[src/sprite_scanline_color_converter_assert.svh]
// Assertion macros used by the scanline converter walker.
`ifndef SPRITE_SCANLINE_COLOR_CONVERTER_ASSERT_SVH
`define SPRITE_SCANLINE_COLOR_CONVERTER_ASSERT_SVH

// Check a same-cycle implication on clk_i, held off during reset.
`define SSCC_ASSERT_IMP(lbl, ante, cons) \
  lbl: assert property (@(posedge clk_i) disable iff (!rst_ni) (ante) |-> (cons)) \
    else $error("sscc assertion failed");

// Check a next-cycle implication on clk_i, held off during reset.
`define SSCC_ASSERT_NXT(lbl, ante, cons) \
  lbl: assert property (@(posedge clk_i) disable iff (!rst_ni) (ante) |=> (cons)) \
    else $error("sscc assertion failed");

`endif

[src/sscc_pkg.sv]
// Types, codes and the color conversion shared by the scanline converter.
package sscc_pkg;

  localparam int unsigned WordW   = 16;
  localparam int unsigned StatusW = 2;

  // Line status codes
  localparam logic [StatusW-1:0] StatMid   = 2'd0;
  localparam logic [StatusW-1:0] StatDone  = 2'd1;
  localparam logic [StatusW-1:0] StatShort = 2'd2;

  // Position within the coded scanline
  typedef enum logic [2:0] {
    PhPairs   = 3'd0,
    PhTrans   = 3'd1,
    PhIdxCnt  = 3'd2,
    PhIdxSkip = 3'd3,
    PhColCnt  = 3'd4,
    PhColor   = 3'd5,
    PhTail    = 3'd6
  } phase_e;

  // One result item
  typedef struct packed {
    logic [WordW-1:0]   word;
    logic               converted;
    logic [StatusW-1:0] status;
  } result_t;

  // Convert 565 to 555 (dir 0) or 555 to 565 (dir 1)
  function automatic logic [WordW-1:0] conv_word(input logic [WordW-1:0] w,
                                                 input logic dir);
    logic [WordW-1:0] r;
    if (dir) begin
      r = {w[14:5], 1'b0, w[4:0]};
    end else begin
      r = {1'b0, w[15:6], w[4:0]};
    end
    return r;
  endfunction

endpackage

[src/sscc_walker.sv]
// Scanline walker: tracks pair and run counts and classifies each word.
module sscc_walker import sscc_pkg::*; (
  input  logic               clk_i,
  input  logic               rst_ni,
  input  logic               step_i,
  input  logic [WordW-1:0]   word_i,
  input  logic               line_end_i,
  output logic               converted_o,
  output logic [StatusW-1:0] status_o
);

  phase_e           phase_q, phase_d;
  logic [WordW-1:0] pairs_q, pairs_d;
  logic [WordW-1:0] run_q, run_d;
  phase_e           phase_nx;
  logic [WordW-1:0] pairs_dec;
  logic [WordW-1:0] run_dec;
  logic             run_open;
  logic             pair_open;
  logic             line_clear;

  assign pairs_dec = pairs_q - 16'd1;
  assign run_dec   = run_q - 16'd1;

  // Advance the phase for the current word
  always_comb begin
    phase_nx = phase_q;
    pairs_d  = pairs_q;
    run_d    = run_q;
    case (phase_q)
      PhPairs: begin
        pairs_d  = word_i;
        phase_nx = (word_i == '0) ? PhTail : PhTrans;
      end
      PhTrans: begin
        phase_nx = PhIdxCnt;
      end
      PhIdxCnt: begin
        run_d    = word_i;
        phase_nx = (word_i == '0) ? PhColCnt : PhIdxSkip;
      end
      PhIdxSkip: begin
        run_d = run_dec;
        if (run_dec == '0) begin
          phase_nx = PhColCnt;
        end
      end
      PhColCnt: begin
        run_d = word_i;
        if (word_i == '0) begin
          pairs_d  = pairs_dec;
          phase_nx = (pairs_dec == '0) ? PhTail : PhTrans;
        end else begin
          phase_nx = PhColor;
        end
      end
      PhColor: begin
        run_d = run_dec;
        if (run_dec == '0) begin
          pairs_d  = pairs_dec;
          phase_nx = (pairs_dec == '0) ? PhTail : PhTrans;
        end
      end
      default: begin
        phase_nx = PhTail;
      end
    endcase
    phase_d = phase_nx;
    // Drop back to the start of a line on its last word
    if (line_end_i) begin
      phase_d = PhPairs;
      pairs_d = '0;
      run_d   = '0;
    end
  end

  // Classify the current word
  always_comb begin
    converted_o = (phase_q == PhColor);
    if (!line_end_i) begin
      status_o = StatMid;
    end else if (phase_nx == PhTail) begin
      status_o = StatDone;
    end else begin
      status_o = StatShort;
    end
  end

  // Hold state unless a request is taken
  always_ff @(posedge clk_i or negedge rst_ni) begin
    if (!rst_ni) begin
      phase_q <= PhPairs;
      pairs_q <= '0;
      run_q   <= '0;
    end else if (step_i) begin
      phase_q <= phase_d;
      pairs_q <= pairs_d;
      run_q   <= run_d;
    end
  end

  // Phase groups watched by the checks below
  assign run_open   = phase_q inside {PhIdxSkip, PhColor};
  assign pair_open  = phase_q inside {PhTrans, PhIdxCnt, PhColCnt, PhColor};
  assign line_clear = (phase_q == PhPairs) && (pairs_q == '0) && (run_q == '0);

`include "sprite_scanline_color_converter_assert.svh"

  `SSCC_ASSERT_NXT(a_line_end_clears, step_i && line_end_i, line_clear)
  `SSCC_ASSERT_IMP(a_run_nonzero, run_open, run_q != '0)
  `SSCC_ASSERT_IMP(a_pairs_nonzero, pair_open, pairs_q != '0)

endmodule

[src/sscc_out_buf.sv]
// Result register with a skid entry so the input side keeps moving.
module sscc_out_buf import sscc_pkg::*; (
  input  logic    clk_i,
  input  logic    rst_ni,
  input  logic    in_valid_i,
  output logic    in_stall_o,
  input  result_t in_data_i,
  output logic    out_valid_o,
  input  logic    out_stall_i,
  output result_t out_data_o
);

  logic    main_valid_q;
  logic    skid_valid_q;
  result_t main_q;
  result_t skid_q;
  logic    take;
  logic    push;

  assign in_stall_o  = skid_valid_q;
  assign push        = in_valid_i && !skid_valid_q;
  assign take        = main_valid_q && !out_stall_i;
  assign out_valid_o = main_valid_q;
  assign out_data_o  = main_q;

  // Control: main slot and skid slot occupancy
  always_ff @(posedge clk_i or negedge rst_ni) begin
    if (!rst_ni) begin
      main_valid_q <= 1'b0;
      skid_valid_q <= 1'b0;
    end else if (!main_valid_q || take) begin
      main_valid_q <= skid_valid_q || push;
      skid_valid_q <= skid_valid_q && push;
    end else if (push) begin
      skid_valid_q <= 1'b1;
    end
  end

  // Payload: refill main from skid first, else from the new request
  always_ff @(posedge clk_i) begin
    if (!main_valid_q || take) begin
      if (skid_valid_q) begin
        main_q <= skid_q;
        if (push) begin
          skid_q <= in_data_i;
        end
      end else if (push) begin
        main_q <= in_data_i;
      end
    end else if (push) begin
      skid_q <= in_data_i;
    end
  end

endmodule

[src/sprite_scanline_color_converter.sv]
// A request's result is registered in the output buffer (main or skid slot) before it shows at the output.
// One request per cycle while in_stall_o is low; the walker updates its counts in a single step.
// A two-entry result buffer lets two requests wait before in_stall_o rises.
// Reset (rst_ni low, asynchronous) clears the line state, the buffer and direction to 565->555.
// Top level: sprite scanline color converter.
module sprite_scanline_color_converter import sscc_pkg::*; (
  input  logic               clk_i,
  input  logic               rst_ni,
  input  logic               cfg_we_i,
  input  logic               cfg_wdata_i,
  input  logic               in_valid_i,
  output logic               in_stall_o,
  input  logic [WordW-1:0]   word_i,
  input  logic               line_end_i,
  output logic               out_valid_o,
  input  logic               out_stall_i,
  output logic [WordW-1:0]   word_out_o,
  output logic               converted_o,
  output logic [StatusW-1:0] line_status_o
);

  logic               dir_q;
  logic               step;
  logic               conv;
  logic [StatusW-1:0] status;
  result_t            res;
  result_t            out_res;

  assign step = in_valid_i && !in_stall_o;

  // Direction register
  always_ff @(posedge clk_i or negedge rst_ni) begin
    if (!rst_ni) begin
      dir_q <= 1'b0;
    end else if (cfg_we_i) begin
      dir_q <= cfg_wdata_i;
    end
  end

  sscc_walker u_walker (
    .clk_i       (clk_i),
    .rst_ni      (rst_ni),
    .step_i      (step),
    .word_i      (word_i),
    .line_end_i  (line_end_i),
    .converted_o (conv),
    .status_o    (status)
  );

  // Build the result: convert only color words
  always_comb begin
    res.word      = conv ? conv_word(word_i, dir_q) : word_i;
    res.converted = conv;
    res.status    = status;
  end

  sscc_out_buf u_out_buf (
    .clk_i       (clk_i),
    .rst_ni      (rst_ni),
    .in_valid_i  (in_valid_i),
    .in_stall_o  (in_stall_o),
    .in_data_i   (res),
    .out_valid_o (out_valid_o),
    .out_stall_i (out_stall_i),
    .out_data_o  (out_res)
  );

  assign word_out_o    = out_res.word;
  assign converted_o   = out_res.converted;
  assign line_status_o = out_res.status;

endmodule

[config.mk]
export PLATFORM = sky130hd
export DESIGN_NAME = sprite_scanline_color_converter
export DESIGN_NICKNAME = d
export VERILOG_FILES = /design/src/sscc_pkg.sv /design/src/sscc_walker.sv /design/src/sscc_out_buf.sv /design/src/sprite_scanline_color_converter.sv
export VERILOG_INCLUDE_DIRS = /design/src /design/src/src
export SDC_FILE = /design/constraint.sdc
export NUM_CORES = 1
export LEC_CHECK = 0
export BUFFER_PORTS_ARGS = -buffer_cell sky130_fd_sc_hd__buf_2
export CORE_MARGIN = 5
export CORE_UTILIZATION = 59
export DETAILED_ROUTE_END_ITERATION = 6
export PLACE_DENSITY = 0.87
export SLEW_MARGIN = 10
export SYNTH_ARGS = -nofsm -noshare
export SYNTH_HDL_FRONTEND = slang
export SYNTH_SLANG_ARGS = --single-unit
[constraint.sdc]
create_clock -name clk_i -period 3.31 [get_ports clk_i]
set_input_delay 0.4965 -clock clk_i [delete_from_list [all_inputs] [get_ports clk_i]]
set_output_delay 0.4965 -clock clk_i [all_outputs]
set_load 0.01 [all_outputs]
==> summary.txt <==
Outcome
  • Outcome: finished clean

Clock tree
  • Root buffer cell: clkbuf_8
  • Num Clock Sinks: 76
  • Post-cts resize count: 0
  • Clk pin slew, worst setup/hold paths: roughly 80 ps
  • CTS Buffer Depth: 2
  • Hold-fix buffers at CTS: 0
  • Htree depth: 3
  • CTS tree: yes
  • CTS buffer count: 9
  • Post-CTS setup buffer count: 0
  • Worst-Skew Late Latency: 360 ps

Pwr
  • Worst IR Drop VDD: approximately 0.00037 V
  • Lkg Pwr: roughly 0.0021 uW
  • PD cells: 842 mW/mm2

Floorplan
  • Core area: a little under 0.008 mm2
  • Die area: slightly below 0.01 mm2
  • # IOs: 44
  • Row cnt: 32
  • Die W: a little under 100 um
  • Initial core utilization: around 61%
  • Die H: 99.5 um

Flow run
  • MaxCap Viol Count: 0

GRT
  • Vias in the first global route: between 4000 and 5000
  • GR Overflow Total: 0
  • Largest net degree at the start of global routing: 39
  • GRT Overall Usage: between 20% and 30%
  • Initial antenna violation count: 0
  • First-pass GRT wire length: about 21000 um

STA
  • Final count of hold timing violations: 0
  • Slew Limit Headroom: 37.4%
  • Setup ws final: approximately 220 ps
  • Fin crit share: about 93%
  • Clock Skews: around 7.8 ps
  • Post-layout min period: about 3100 ps
  • Final setup fails: 0
  • Fmax: around 320 MHz
  • TNS Setup: 0 ps
  • RSZ-0062 raised after global routing: no
  • Worst Tran Pin Value: 939 ps
  • Slew Limit Fails: 0

Detailed routing
  • DRT antenna net count: 0
  • Iteration-0 DRC Markers: roughly 600
  • Drt pass-1 iters: 5
  • DR vias: 4276
  • Wire length per cell: 19.4 um
  • Post-route DRC: 0
  • Vias per inst: around 6.5
  • WL final: 12700 um

Synthesis
  • Synth top area cells: edfxtp_1, dfrtp_1, o21ai_0, nor2_1, mux2_2
  • Count leader, synth: o21ai_0
  • Synthesized area: about 0.0047 mm2
  • Synth top area share: between 20% and 30%
  • Seq/Total Area, Yosys: 44.3%
  • Gate Count Post-Synth: a little over 500
  • Ys flop type: edfxtp_1
  • Syn. warnings: 0
  • Post-synth EDFFs: 38
  • Mean Syn Cell Area: 9.20 um2
  • Post-synth top cells: o21ai_0, nor2_1, nand2_1
  • Post-synthesis cell type count: 65
  • Post-synth top area cell: edfxtp_1
  • Asr flop ratio synth: between 50% and 60%
  • Syn_nets: 540
  • Seq cells post-synth: 76

Setup path
  • R2R cell count: 9
  • Crit end category: flip-flop
  • CP max stage delay: approximately 580 ps
  • Crit Path Max Fanout: 10
  • Critical path launch point type: flip-flop
  • Crit Path Class: flip-flop to flip-flop
  • Worst setup path startpoint: u_walker.run_q[0]$_DFFE_PN0P_
  • R2R setup slack: 220 ps
  • Worst Path Buf+Inv: 1
  • Worst path top cell family by delay: simple AND/OR/NAND/NOR gates
  • Reg2Reg Capture Point: u_walker.pairs_q[1]$_DFFE_PN0P_
  • CP required: ~3600 ps
  • Slowest CP cell: or4b_1
  • Data arrival, critical path: about 3400 ps
  • Cell Chain, Critical Path: inv_1 -> ha_1 -> or4b_1 -> xnor2_1 -> o31a_1 -> nor4b_2 -> a21o_2 -> nand2_2 -> o21ai_0
  • RR Startpoint: u_walker.run_q[0]$_DFFE_PN0P_

Final layout
  • Layout Nets: 574
  • P&R area growth vs syn: 11.1%
  • # diodes: 0
  • Finished Layout Cells: 654
  • Final design utilization: 67.6%
  • Share of layout cells above drive strength 1: just under 20%
  • Cell area after layout: 0.00525 mm2

Placement
  • I/O Buffers: 43
  • Dpl hpwl: between 8000 and 9000 um
  • Placed insts: between 600 and 700
  • Routability cong.: approximately 0.96
  • Dpl ws: between 40 and 50 ps
  • Area after DPL: 0.00502 mm2

Worst hold path
  • Type of the most critical hold path: input port to async pin
==> per-stage QoR <==
| step | power [uW] | hold WS, ps |
|---|---|---|
| 5_1_grt | 4700 | 328 |
| 3_3_place_gp | 3490 | 484 |
| 2_1_floorplan | 3060 | 201 |
| 4_1_cts | 4360 | 306 |
| 6_report | 4420 | 282 |
| 3_5_place_dp | 3560 | 503 |
==> metal layers <==
| layer | vias up | track usage (%) | share of wire, % |
|---|---|---|---|
| met1 | 2016 | 34.8 | 41 |
| met5 | - | 0 | 0 |
| met4 | 0 | 11.3 | 3.1 |
| li1 | 1973 | - | - |
| met2 | 255 | 41.3 | 46 |
| met3 | 32 | 6.45 | 9.4 |
==> power breakdown <==
group          internal [uW]  switching, uW  total, uW
sequential              1200            335       1540
combinational            798           1290       2090
clock                    426            368        795
==> sequential cells by signal, summed over array words and instances (netlist names) <==
register               cells
u_out_buf.out_valid_o      1
u_walker.run_q            16
u_walker.pairs_q          16
u_out_buf.out_data_o      19
dir_q                      1
u_out_buf.skid_q          19
u_out_buf.in_stall_o       1
u_walker.phase_q           3
==> worst max-delay path by stage <==
| stage | to | slack [ps] | cells after the start |
|---|---|---|---|
| 2_1_floorplan | u_walker.pairs_q[0]$_DFFE_PN0P_ | 470 | 11 |
| 3_3_place_gp | u_walker.pairs_q[3]$_DFFE_PN0P_ | 220 | 9 |
| 3_5_place_dp | u_walker.pairs_q[1]$_DFFE_PN0P_ | 40 | 9 |
| 4_1_cts | u_walker.pairs_q[1]$_DFFE_PN0P_ | 10 | 9 |
| 5_1_grt | u_walker.pairs_q[7]$_DFFE_PN0P_ | 5 | 9 |
| 6_report | u_walker.pairs_q[1]$_DFFE_PN0P_ | 220 | 9 |
==> layout make-up <==
cell class / instances / area (um2)
inverters: 9 / 33.8
well taps: 102 / 128
multi-input cells: 395 / 2460
clock buffers: 10 / 128
fillers: 607 / 2520
clock inverters: 6 / 90.1
repair buffers: 56 / 313
flip-flops and latches: 76 / 2090
==> cell families after synthesis <==
kind of cell | count (synthesis) | synth area share (%)
and+or+nand+nor | 189 | 21.0
AOI/OAI and AO/OA | 163 | 21.3
DFF | 76 | 44.3
buffers and inverters | 42 | 3.76
muxes | 33 | 7.45
xor gates and xnor gates | 6 | 1.11
adders and majority gates | 4 | 1.06
==> cell usage in the layout (no fill, tap or decap), types with 5 or more instances in the layout <==
cell / netlist / final
inv_1: 9 / 9
o21ai_1: 10 / 10
mux2_2: 17 / 17
a31oi_1: 5 / 5
nor2b_1: 5 / 5
nor3_1: 18 / 18
nor4_1: 11 / 11
o31ai_1: 5 / 5
nand2_1: 39 / 39
nor2_1: 60 / 60
buf_2: 7 / 43
nand3_1: 7 / 7
dfrtp_1: 38 / 38
a22oi_1: 5 / 5
buf_4: 1 / 13
or3_1: 5 / 5
o21ai_0: 75 / 75
clkbuf_8: 0 / 9
mux2i_1: 16 / 16
and2_1: 5 / 5
edfxtp_1: 38 / 38
a21oi_1: 32 / 31
nand2b_1: 7 / 7
Power figures use the tool's default switching activity.
